===== src/hdl/odq_pkg.sv =====
// ----------------------------------------------------------------------------
// odq_pkg
// Types, constants and helper functions for the ordered dither quantiser.
// ----------------------------------------------------------------------------
`default_nettype none

package odq_pkg;

  localparam int unsigned COORD_BITS_DEF = 16;
  localparam int unsigned NUM_CH         = 4;
  localparam int unsigned DIV_STAGES     = 4;
  localparam int unsigned ADDR_W         = 4;

  // Register indexes on the configuration port.
  typedef enum logic [1:0] {
    REG_LEVELS = 2'd0,
    REG_MASK   = 2'd1,
    REG_ORDER  = 2'd2
  } reg_idx_t;

  typedef enum logic [1:0] {
    ORD_2X2 = 2'd0,
    ORD_4X4 = 2'd1,
    ORD_8X8 = 2'd2
  } order_t;

  typedef logic [7:0] byte_t;

  function automatic logic [5:0] rank2(input logic [1:0] idx);
    logic [5:0] r;
    case (idx)
      2'd0: r = 6'd0;
      2'd1: r = 6'd2;
      2'd2: r = 6'd3;
      default: r = 6'd1;
    endcase
    return r;
  endfunction

  function automatic logic [5:0] rank4(input logic [3:0] idx);
    logic [5:0] r;
    case (idx)
      4'd0: r = 6'd0;   4'd1: r = 6'd8;   4'd2: r = 6'd2;   4'd3: r = 6'd10;
      4'd4: r = 6'd12;  4'd5: r = 6'd4;   4'd6: r = 6'd14;  4'd7: r = 6'd6;
      4'd8: r = 6'd3;   4'd9: r = 6'd11;  4'd10: r = 6'd1;  4'd11: r = 6'd9;
      4'd12: r = 6'd15; 4'd13: r = 6'd7;  4'd14: r = 6'd13;
      default: r = 6'd5;
    endcase
    return r;
  endfunction

  // The 8x8 matrix is built from the 4x4 one recursively:
  // M8(x,y) = 4*M4(x&3,y&3) + M2(x>>2,y>>2).
  function automatic logic [5:0] rank8(input logic [2:0] x, input logic [2:0] y);
    logic [5:0] hi;
    logic [5:0] lo;
    hi = rank4({y[1:0], x[1:0]});
    lo = rank2({y[2], x[2]});
    return {hi[3:0], 2'b00} + lo;
  endfunction

  // One restoring division step: upper byte is the partial remainder,
  // lower byte holds unused dividend bits with quotient bits shifted in.
  function automatic logic [15:0] div_step(input logic [15:0] w, input logic [7:0] d);
    logic [8:0] t;
    logic [7:0] r;
    logic       q;
    t = {w[15:8], w[7]};
    if (t >= {1'b0, d}) begin
      r = 8'(t - {1'b0, d});
      q = 1'b1;
    end else begin
      r = t[7:0];
      q = 1'b0;
    end
    return {r, w[6:0], q};
  endfunction

endpackage

`default_nettype wire


===== src/hdl/ordered_dither_quantizer_core.sv =====
// ----------------------------------------------------------------------------
// ordered_dither_quantizer_core
// Bayer ordered dither and requantisation of one RGBA8 pixel per clock.
// ----------------------------------------------------------------------------
//  channel  | ports                         | handshake
//  input    | in_x_pos .. in_alpha_in       | start && !busy
//  result   | out_red_out .. out_alpha_out  | out_valid, one cycle
//  config   | psel penable pwrite paddr ... | APB, pready tied high
//
// One pixel is accepted every clock; busy is never raised.
// Each accepted transaction passes one stage for threshold and products,
// one for the scaled index, and four for the two-bit-per-stage divider
// that forms the output level.
// rst_n is synchronous; it clears the valid bits and sets the configuration registers to their defaults.
// The receiver cannot stall, so the pipeline never holds.
// ----------------------------------------------------------------------------
`default_nettype none

module ordered_dither_quantizer_core
  import odq_pkg::*;
#(
  parameter int unsigned COORD_BITS = COORD_BITS_DEF
) (
  input  wire logic                  clk,
  input  wire logic                  rst_n,
  input  wire logic                  start,
  output logic                       busy,
  input  wire logic [COORD_BITS-1:0] in_x_pos,
  input  wire logic [COORD_BITS-1:0] in_y_pos,
  input  wire logic [7:0]            in_red_in,
  input  wire logic [7:0]            in_green_in,
  input  wire logic [7:0]            in_blue_in,
  input  wire logic [7:0]            in_alpha_in,
  output logic                       out_valid,
  output logic [7:0]                 out_red_out,
  output logic [7:0]                 out_green_out,
  output logic [7:0]                 out_blue_out,
  output logic [7:0]                 out_alpha_out,
  input  wire logic                  psel,
  input  wire logic                  penable,
  input  wire logic                  pwrite,
  input  wire logic [ADDR_W-1:0]     paddr,
  input  wire logic [31:0]           pwdata,
  output logic [31:0]                prdata,
  output logic                       pready
);

  logic [8:0] levels_r;
  logic [3:0] mask_r;
  logic [1:0] order_r;
  logic [1:0] reg_sel;
  logic       accept;

  assign busy    = 1'b0;
  assign pready  = 1'b1;
  assign reg_sel = paddr[3:2];
  assign accept  = start && !busy;

  always_ff @(posedge clk) begin
    if (!rst_n) begin
      levels_r <= 9'd2;
      mask_r   <= 4'hF;
      order_r  <= 2'd0;
    end else if (psel && penable && pwrite && pready) begin
      case (reg_sel)
        REG_LEVELS: levels_r <= pwdata[8:0];
        REG_MASK:   mask_r   <= pwdata[3:0];
        REG_ORDER:  order_r  <= pwdata[1:0];
        default: ;
      endcase
    end
  end

  always_comb begin
    case (reg_sel)
      REG_LEVELS: prdata = {23'd0, levels_r};
      REG_MASK:   prdata = {28'd0, mask_r};
      REG_ORDER:  prdata = {30'd0, order_r};
      default:    prdata = 32'd0;
    endcase
  end

  // Stage 1: threshold, clamped divisor and channel products.
  logic [2:0]  xl, yl;
  logic [5:0]  rank;
  logic [14:0] tnum;
  logic [7:0]  thr;
  logic [7:0]  m;
  byte_t       vin [NUM_CH];

  assign xl = in_x_pos[2:0];
  assign yl = in_y_pos[2:0];
  assign vin[0] = in_red_in;
  assign vin[1] = in_green_in;
  assign vin[2] = in_blue_in;
  assign vin[3] = in_alpha_in;

  always_comb begin
    case (order_r)
      ORD_2X2: rank = rank2({yl[0], xl[0]});
      ORD_4X4: rank = rank4({yl[1:0], xl[1:0]});
      default: rank = rank8(xl, yl);
    endcase
    tnum = 15'({rank, 1'b1}) * 15'd255;
    case (order_r)
      ORD_2X2: thr = 8'(tnum >> 3);
      ORD_4X4: thr = 8'(tnum >> 5);
      default: thr = 8'(tnum >> 7);
    endcase
    if (levels_r < 9'd2)        m = 8'd1;
    else if (levels_r > 9'd256) m = 8'd255;
    else                        m = 8'(levels_r - 9'd1);
  end

  logic        s1_vld_r;
  logic [7:0]  s1_thr_r, s1_m_r;
  logic [3:0]  s1_mask_r;
  logic [15:0] s1_prod_r [NUM_CH];
  byte_t       s1_v_r    [NUM_CH];

  always_ff @(posedge clk) begin
    if (!rst_n) s1_vld_r <= 1'b0;
    else        s1_vld_r <= accept;
  end

  always_ff @(posedge clk) begin
    s1_thr_r  <= thr;
    s1_m_r    <= m;
    s1_mask_r <= mask_r;
    for (int c = 0; c < NUM_CH; c++) begin
      s1_v_r[c]    <= vin[c];
      s1_prod_r[c] <= 16'(vin[c]) * 16'(m);
    end
  end

  // Stage 2: divide by 255, dither step, form the level dividend.
  logic [15:0] num [NUM_CH];

  always_comb begin
    for (int c = 0; c < NUM_CH; c++) begin
      logic [16:0] qs;
      logic [7:0]  q;
      logic [7:0]  rm;
      qs = 17'(s1_prod_r[c]) + 17'(s1_prod_r[c] >> 8) + 17'd1;
      q  = qs[15:8];
      rm = 8'(s1_prod_r[c] - {q, 8'd0} + 16'(q));
      if (rm > s1_thr_r && q < s1_m_r) q = q + 8'd1;
      num[c] = {q, 8'd0} - 16'(q) + 16'(s1_m_r >> 1);
    end
  end

  logic        s2_vld_r;
  logic [7:0]  s2_m_r;
  logic [3:0]  s2_mask_r;
  logic [15:0] s2_num_r [NUM_CH];
  byte_t       s2_v_r   [NUM_CH];

  always_ff @(posedge clk) begin
    if (!rst_n) s2_vld_r <= 1'b0;
    else        s2_vld_r <= s1_vld_r;
  end

  always_ff @(posedge clk) begin
    s2_m_r    <= s1_m_r;
    s2_mask_r <= s1_mask_r;
    for (int c = 0; c < NUM_CH; c++) begin
      s2_num_r[c] <= num[c];
      s2_v_r[c]   <= s1_v_r[c];
    end
  end

  // Divider stages: two quotient bits per stage. The quotient stays below
  // 256, so the top byte of the dividend is already smaller than m.
  logic        d_vld_r  [DIV_STAGES];
  logic [7:0]  d_m_r    [DIV_STAGES];
  logic [3:0]  d_mask_r [DIV_STAGES];
  logic [15:0] d_w_r    [DIV_STAGES][NUM_CH];
  byte_t       d_v_r    [DIV_STAGES][NUM_CH];

  always_ff @(posedge clk) begin
    if (!rst_n) begin
      for (int s = 0; s < DIV_STAGES; s++) d_vld_r[s] <= 1'b0;
    end else begin
      d_vld_r[0] <= s2_vld_r;
      for (int s = 1; s < DIV_STAGES; s++) d_vld_r[s] <= d_vld_r[s-1];
    end
  end

  always_ff @(posedge clk) begin
    d_m_r[0]    <= s2_m_r;
    d_mask_r[0] <= s2_mask_r;
    for (int c = 0; c < NUM_CH; c++) begin
      d_w_r[0][c] <= div_step(div_step(s2_num_r[c], s2_m_r), s2_m_r);
      d_v_r[0][c] <= s2_v_r[c];
    end
    for (int s = 1; s < DIV_STAGES; s++) begin
      d_m_r[s]    <= d_m_r[s-1];
      d_mask_r[s] <= d_mask_r[s-1];
      for (int c = 0; c < NUM_CH; c++) begin
        d_w_r[s][c] <= div_step(div_step(d_w_r[s-1][c], d_m_r[s-1]), d_m_r[s-1]);
        d_v_r[s][c] <= d_v_r[s-1][c];
      end
    end
  end

  localparam int unsigned LAST = DIV_STAGES - 1;

  assign out_valid     = d_vld_r[LAST];
  assign out_red_out   = d_mask_r[LAST][0] ? d_w_r[LAST][0][7:0] : d_v_r[LAST][0];
  assign out_green_out = d_mask_r[LAST][1] ? d_w_r[LAST][1][7:0] : d_v_r[LAST][1];
  assign out_blue_out  = d_mask_r[LAST][2] ? d_w_r[LAST][2][7:0] : d_v_r[LAST][2];
  assign out_alpha_out = d_mask_r[LAST][3] ? d_w_r[LAST][3][7:0] : d_v_r[LAST][3];

  // Every accepted transaction leaves the pipeline as a valid result.
  a_latency: assert property (@(posedge clk) disable iff (!rst_n)
    accept |-> ##6 out_valid)
    else $error("accepted transaction did not emerge after six cycles");

  a_no_phantom: assert property (@(posedge clk) disable iff (!rst_n)
    out_valid |-> $past(accept, 6))
    else $error("result without a matching transaction");

  a_remainder: assert property (@(posedge clk) disable iff (!rst_n)
    s2_vld_r |-> (s2_num_r[0][15:8] < s2_m_r))
    else $error("divider dividend out of range");

endmodule

`default_nettype wire


===== config.mk =====
export PLATFORM = sky130hd
export DESIGN_NAME = ordered_dither_quantizer_core
export DESIGN_NICKNAME = d
export VERILOG_FILES = /design/src/hdl/odq_pkg.sv /design/src/hdl/ordered_dither_quantizer_core.sv
export SDC_FILE = /design/constraint.sdc
export NUM_CORES = 2
export LEC_CHECK = 0
export BUFFER_PORTS_ARGS = -buffer_cell sky130_fd_sc_hd__buf_4
export CAP_MARGIN = 20
export CORE_ASPECT_RATIO = 1.5
export CORE_UTILIZATION = 60
export CTS_CLUSTER_SIZE = 25
export DETAILED_ROUTE_END_ITERATION = 8
export GPL_TIMING_DRIVEN = 0
export PLACE_DENSITY = 0.89
export SLEW_MARGIN = 15
export SYNTH_ARGS = -nofsm -noshare
export SYNTH_HDL_FRONTEND = slang
export SYNTH_SLANG_ARGS = --single-unit

===== constraint.sdc =====
create_clock -name clk -period 20.2 [get_ports clk]
set_clock_uncertainty 0.2 [all_clocks]
set_input_delay 1.01 -clock clk [delete_from_list [all_inputs] [get_ports clk]]
set_output_delay 1.01 -clock clk [all_outputs]
set_load 0.01 [all_outputs]

# Word-level counts from Yosys, hierarchy flattened
# Memory sizes are Yosys's and may differ from the RTL's.
# Cells that the tools add are included.
# op_classes
reduce_logical	14
n_mul	5
bitwise	4
n_eq_ne	7
order_cmp	42
muxes	87
addsub	62
# op_table
op	count
$mux 8	42
$ge 9x8->1	32
$sub 8x8->8	32
$add 16x1->16 const B	4
$add 16x7->16	4
$add 16x8->16	4
$mul 8x8->16	4
$sub 16x8->16	4
$sub 8x1->8 const B	5
$mux 1	38
$add 8x1->8 const B	4
$add 8x8->8	4
$gt 8x8->1	4
$lt 8x8->1	4
$pmux 9 s3	1
$pmux 8 s2	1
$mul 7x8->15 const B	1
$pmux 2 s3	2
$pmux 6 s2	1
$gt 9x9->1 const B	1
$lt 9x2->1 const B	1
$eq 2x1->1 const B	4
$logic_not 2->1	4
$add 6x6->6	1
other kinds (7)	19
# totals
mem_bits_ro	128
ram_bits	628
n_memories	11
reg_bits	49
in_bits	106
# memory_table
name	depth	word_bits	read_ports	rd_clocked_by_memory_dff	wr	line	rtl
d_w_r	4	64	4	0	4	ordered_dither_quantizer_core.sv:177	logic [15:0] d_w_r [DIV_STAGES][NUM_CH];
d_v_r	4	32	4	0	4	ordered_dither_quantizer_core.sv:178	byte_t d_v_r [DIV_STAGES][NUM_CH];
(name not given)	16	4	1	0	0	odq_pkg.sv:42	case (idx)
(name not given)	16	4	1	0	0	odq_pkg.sv:42	
s1_prod_r	4	16	4	0	4	ordered_dither_quantizer_core.sv:118	logic [15:0] s1_prod_r [NUM_CH];
s2_num_r	4	16	4	0	4	ordered_dither_quantizer_core.sv:155	logic [15:0] s2_num_r [NUM_CH];
+5 memories	n/a	n/a	n/a	n/a	n/a	n/a	

# Depth between registers and ports, before layout
# An unclocked memory read counts as a cell.
# depth
depth_word	9
mapped_depth	34

# Worst setup path before layout
# No wires, ideal clock.
# synth_path
path_type	reg-to-reg
from	memory s1_prod_r[2][11]
to	memory s2_num_r[2][9]
n_path_buf	0
slack_ns	13.116
period_less_slack_ns	7.084
stages_incl_launch_ff	33
arrival_ns	6.752
path_cell_list	dfxtp_1 -> ha_1 -> nor3_1 -> a2111oi_4 -> o211ai_1 -> xor2_1 -> inv_1 -> ha_1 -> a21oi_1 -> nand2_1 -> and2_1 -> o21ai_0 -> nand2b_1 -> a21o_1 -> a21oi_1 -> xnor2_1 -> xnor2_1 -> ha_1 -> and3_1 -> a31oi_1 -> o211ai_1 -> a21oi_1 -> nand2_1 -> o21ai_0 -> ha_1 -> nor2b_1 -> a221oi_1 -> a31oi_1 -> nor3_1 -> o221ai_2 -> maj3_2 -> a21oi_1 -> xnor2_1
# synth_rtl
item	line
start: declaration	ordered_dither_quantizer_core.sv:118
end: declaration	ordered_dither_quantizer_core.sv:155

==> reports/metrics.cfg <==
[global_route]
grt_overflow = 0
grtUsageTotal_pct = 31.47
grt_max_degree = 20
antenna_found_initial = 11
grt_pass1_vias = 33630
grt_pass1_wl_um = 172900

[timing]
final_hold_viol_count = 0
finalSetupViolCount = 0
fmax_mhz = 115.3
finalMaxSlewViolations = 0
fin_crit_sh_pct = 42.92
max_slew_margin_pct = 20.41
min_period_ns = 8.670
tns_ns = 0
tightest_slew_ns = 1.188
rsz0062_at_grt = false

[synth]
avgSynthCellArea_um2 = 9.482
synth_edf_count = 0
synth_warnings = 0
netlist_area_um2 = 41480
yosysTopAreaCell = dfxtp_1
syn_inst = 4374
async_flop_share_pct = 0
yosysSeqAreaShare_pct = 30.75
yosysTopAreaCellShare_pct = 30.75
ys_seq_elements = 637
ys_top_cells_by_area = dfxtp_1, ha_1, fa_1
synth.distinct_cells = 93
synth_ff_type = dfxtp_1

[clocking]
path_clk_slew_ns = 0.07
cts_root_buffer = clkbuf_16
cts_htree_levels = 2
numCtsBuffers = 59
insertion_delay_ns = 0.68
clockBufferDepth = 3
ctsHoldBuffers = 0
cts_tree = built
cts_sinks = 637
post_cts_buffers = 0
ctsResizeCount = 0

[floorplanning]
die_y_um = 324.0
core_area_um2 = 68070
io_pins = 173
fp.dieArea_um2 = 70200
die_w_um = 216.7
std_cell_rows = 117
initial_core_util_pct = 60.93

[run]
maxCapViolCount = 0

[run_status]
outcome = complete, no violations

[critical_path]
worstPathArrival_ns = 8.98
crit_fanout = 8
r2r-end = s2_num_r[2][9]
r2r_setup_slack_ns = 11.53
worst_r2r_startpoint = s1_prod_r[2][11]
cp-start-kind = flip-flop
setup.worst_path.class = flip-flop to flip-flop
critPathSlowestCell = o21ai_0
r2r_cells = 31
critPathMaxStageDelay_ns = 0.58
required_ns = 20.51
cp-end-kind = flip-flop

[routing]
drt_iter0_drc = 2303
drc = 0
via_per_inst = 5.941
dr_total_vias = 32640
ant_nets = 0
drt-wirelength-per-cell_um = 20.21
wl_um = 111000
drt-pass1-iter-count = 8

[power]
cellPowerDensity_nw_per_um2 = 180.0
p_leak_nw = 21.39
p_total_mw = 8.178
vdd_drop_max_v = 0.0001410

[worst_hold_path]
min_from = d_w_r[0][2]
hold_depth = 0
hold_path.class = flip-flop to flip-flop
min_to = d_w_r[1][4]

[finish]
syn_to_final_growth_pct = 9.524
nFillCells = 4779
regArea_um2 = 12750
final_common_cell = dfxtp_1
layout_common_cells = dfxtp_1, ha_1, inv_1
multi_input_area_um2 = 26450
insertedDiodeCount = 0
nNetsFinal = 5432
drive_gt1_share_pct = 9.431

[placement]
dpl.hpwl_um = 83510
portBuffers = 94
gp_congestion = 0.9693

## through the flow
step | setup slack (ns) | area [um^2] | hold slack (ns) | utilization (%) | std cells
floorplan | 13.12 | 41560 | 0.1096 | - | 4397
global placement | 12.00 | 43380 | 0.1099 | 63.73 | 5383
detailed placement | 11.73 | 43380 | 0.1121 | 63.73 | 5383
CTS | 11.71 | 45420 | 0.08914 | 66.73 | 5493
global route | 11.02 | 45430 | 0.08910 | 66.73 | 5494
finish | 11.53 | 45430 | 0.08620 | 66.73 | 5494
## logic make-up (layout without fill, tap and decap cells)
logic type	count (synthesis)	count (layout)	share of synthesized area (%)
AO/OA/AOI/OAI	735	735	11.41
XOR/XNOR	299	299	6.404
adder cells (fa/ha/maj)	782	782	27.04
buffers and inverters	604	809	5.702
flip-flops	637	637	30.75
multiplexers	201	201	5.327
other	2	25	0.01811
AND/OR/NAND/NOR	1114	1114	13.35
## sequential cells by signal, summed over array words and instances (netlist names), 9 cells and up
signal and flops:
s1_v_r 32, d_mask_r 16, s2_v_r 32, d_w_r 224, d_v_r 128, levels_r 9
s2_num_r 64, s1_prod_r 64, d_m_r 24
## worst max path at each step
stage	start	cells past startpoint	to	slack, ns
global route	s1_prod_r[2][11]	32	s2_num_r[2][9]	11.02
detailed placement	s1_prod_r[2][11]	31	s2_num_r[2][9]	11.73
finish	s1_prod_r[2][11]	31	s2_num_r[2][9]	11.53
global placement	s1_prod_r[2][11]	31	s2_num_r[2][9]	12.00
floorplan	s1_prod_r[2][11]	32	s2_num_r[2][9]	13.12
CTS	s1_prod_r[2][11]	31	s2_num_r[2][9]	11.71
## worst max-delay path: cells and delay by family, from the launching register on
kind | cells | cell delay [ns]
xor+xnor | 4 | 0.92
compound gates | 13 | 3.74
flops | 1 | 0.55
simple gates | 9 | 1.50
fa+ha+maj | 5 | 1.63
## synth_stat cells (all sizes together) (4+ instances only)
| cell | n |
|---|---|
| dfxtp | 637 |
| ha | 580 |
| inv | 505 |
| nand2 | 349 |
| o21ai | 244 |
| nor2 | 234 |
| xnor2 | 213 |
| fa | 193 |
| a21oi | 169 |
| and2 | 161 |
| mux2 | 158 |
| a21o | 94 |
| nor2b | 88 |
| xor2 | 86 |
| a21boi | 69 |
| nand2b | 65 |
| nand4 | 64 |
| clkbuf | 61 |
| nand3 | 44 |
| mux2i | 43 |
| buf | 35 |
| o21a | 28 |
| nor3 | 23 |
| o211ai | 20 |
| o31ai | 17 |
| or2 | 14 |
| or4 | 13 |
| a311oi | 12 |
| and3 | 12 |
| a31oi | 11 |
| o21bai | 11 |
| maj3 | 9 |
| nand4b | 9 |
| nor4 | 8 |
| nor3b | 7 |
| a211oi | 6 |
| a221oi | 6 |
| a22oi | 6 |
| or3 | 6 |
| a2111oi | 4 |
| and4 | 4 |
| or3b | 4 |
| or4b | 4 |
## routing by layer
layer / part of all wire (%) / routed length (um) / global-route usage, %
met4: 10 / 11100 / 28.22
met1: 33 / 37140 / 30.12
met2: 50 / 55330 / 56.84
met5: 0.085 / 94 / 0
met3: 6.6 / 7356 / 6.395
## report_power, final
| group | leakage [nW] | switching (mW) | internal, mW |
|---|---|---|---|
| logic | 15.1 | 2.87 | 2.31 |
| clock network | 0.984 | 0.522 | 0.639 |
| registers | 5.33 | 0.184 | 1.66 |
## cell type report
class	instances	share of cell area [%]
buffer	96	1.008
clock buffer	77	3.553
clock inverter	33	0.9310
inverter	508	4.198
multi-input combinational	3156	58.22
sequential	637	28.07
tap	892	2.457
timing repair buffer	95	1.564
(Power assumes the default switching activity.)
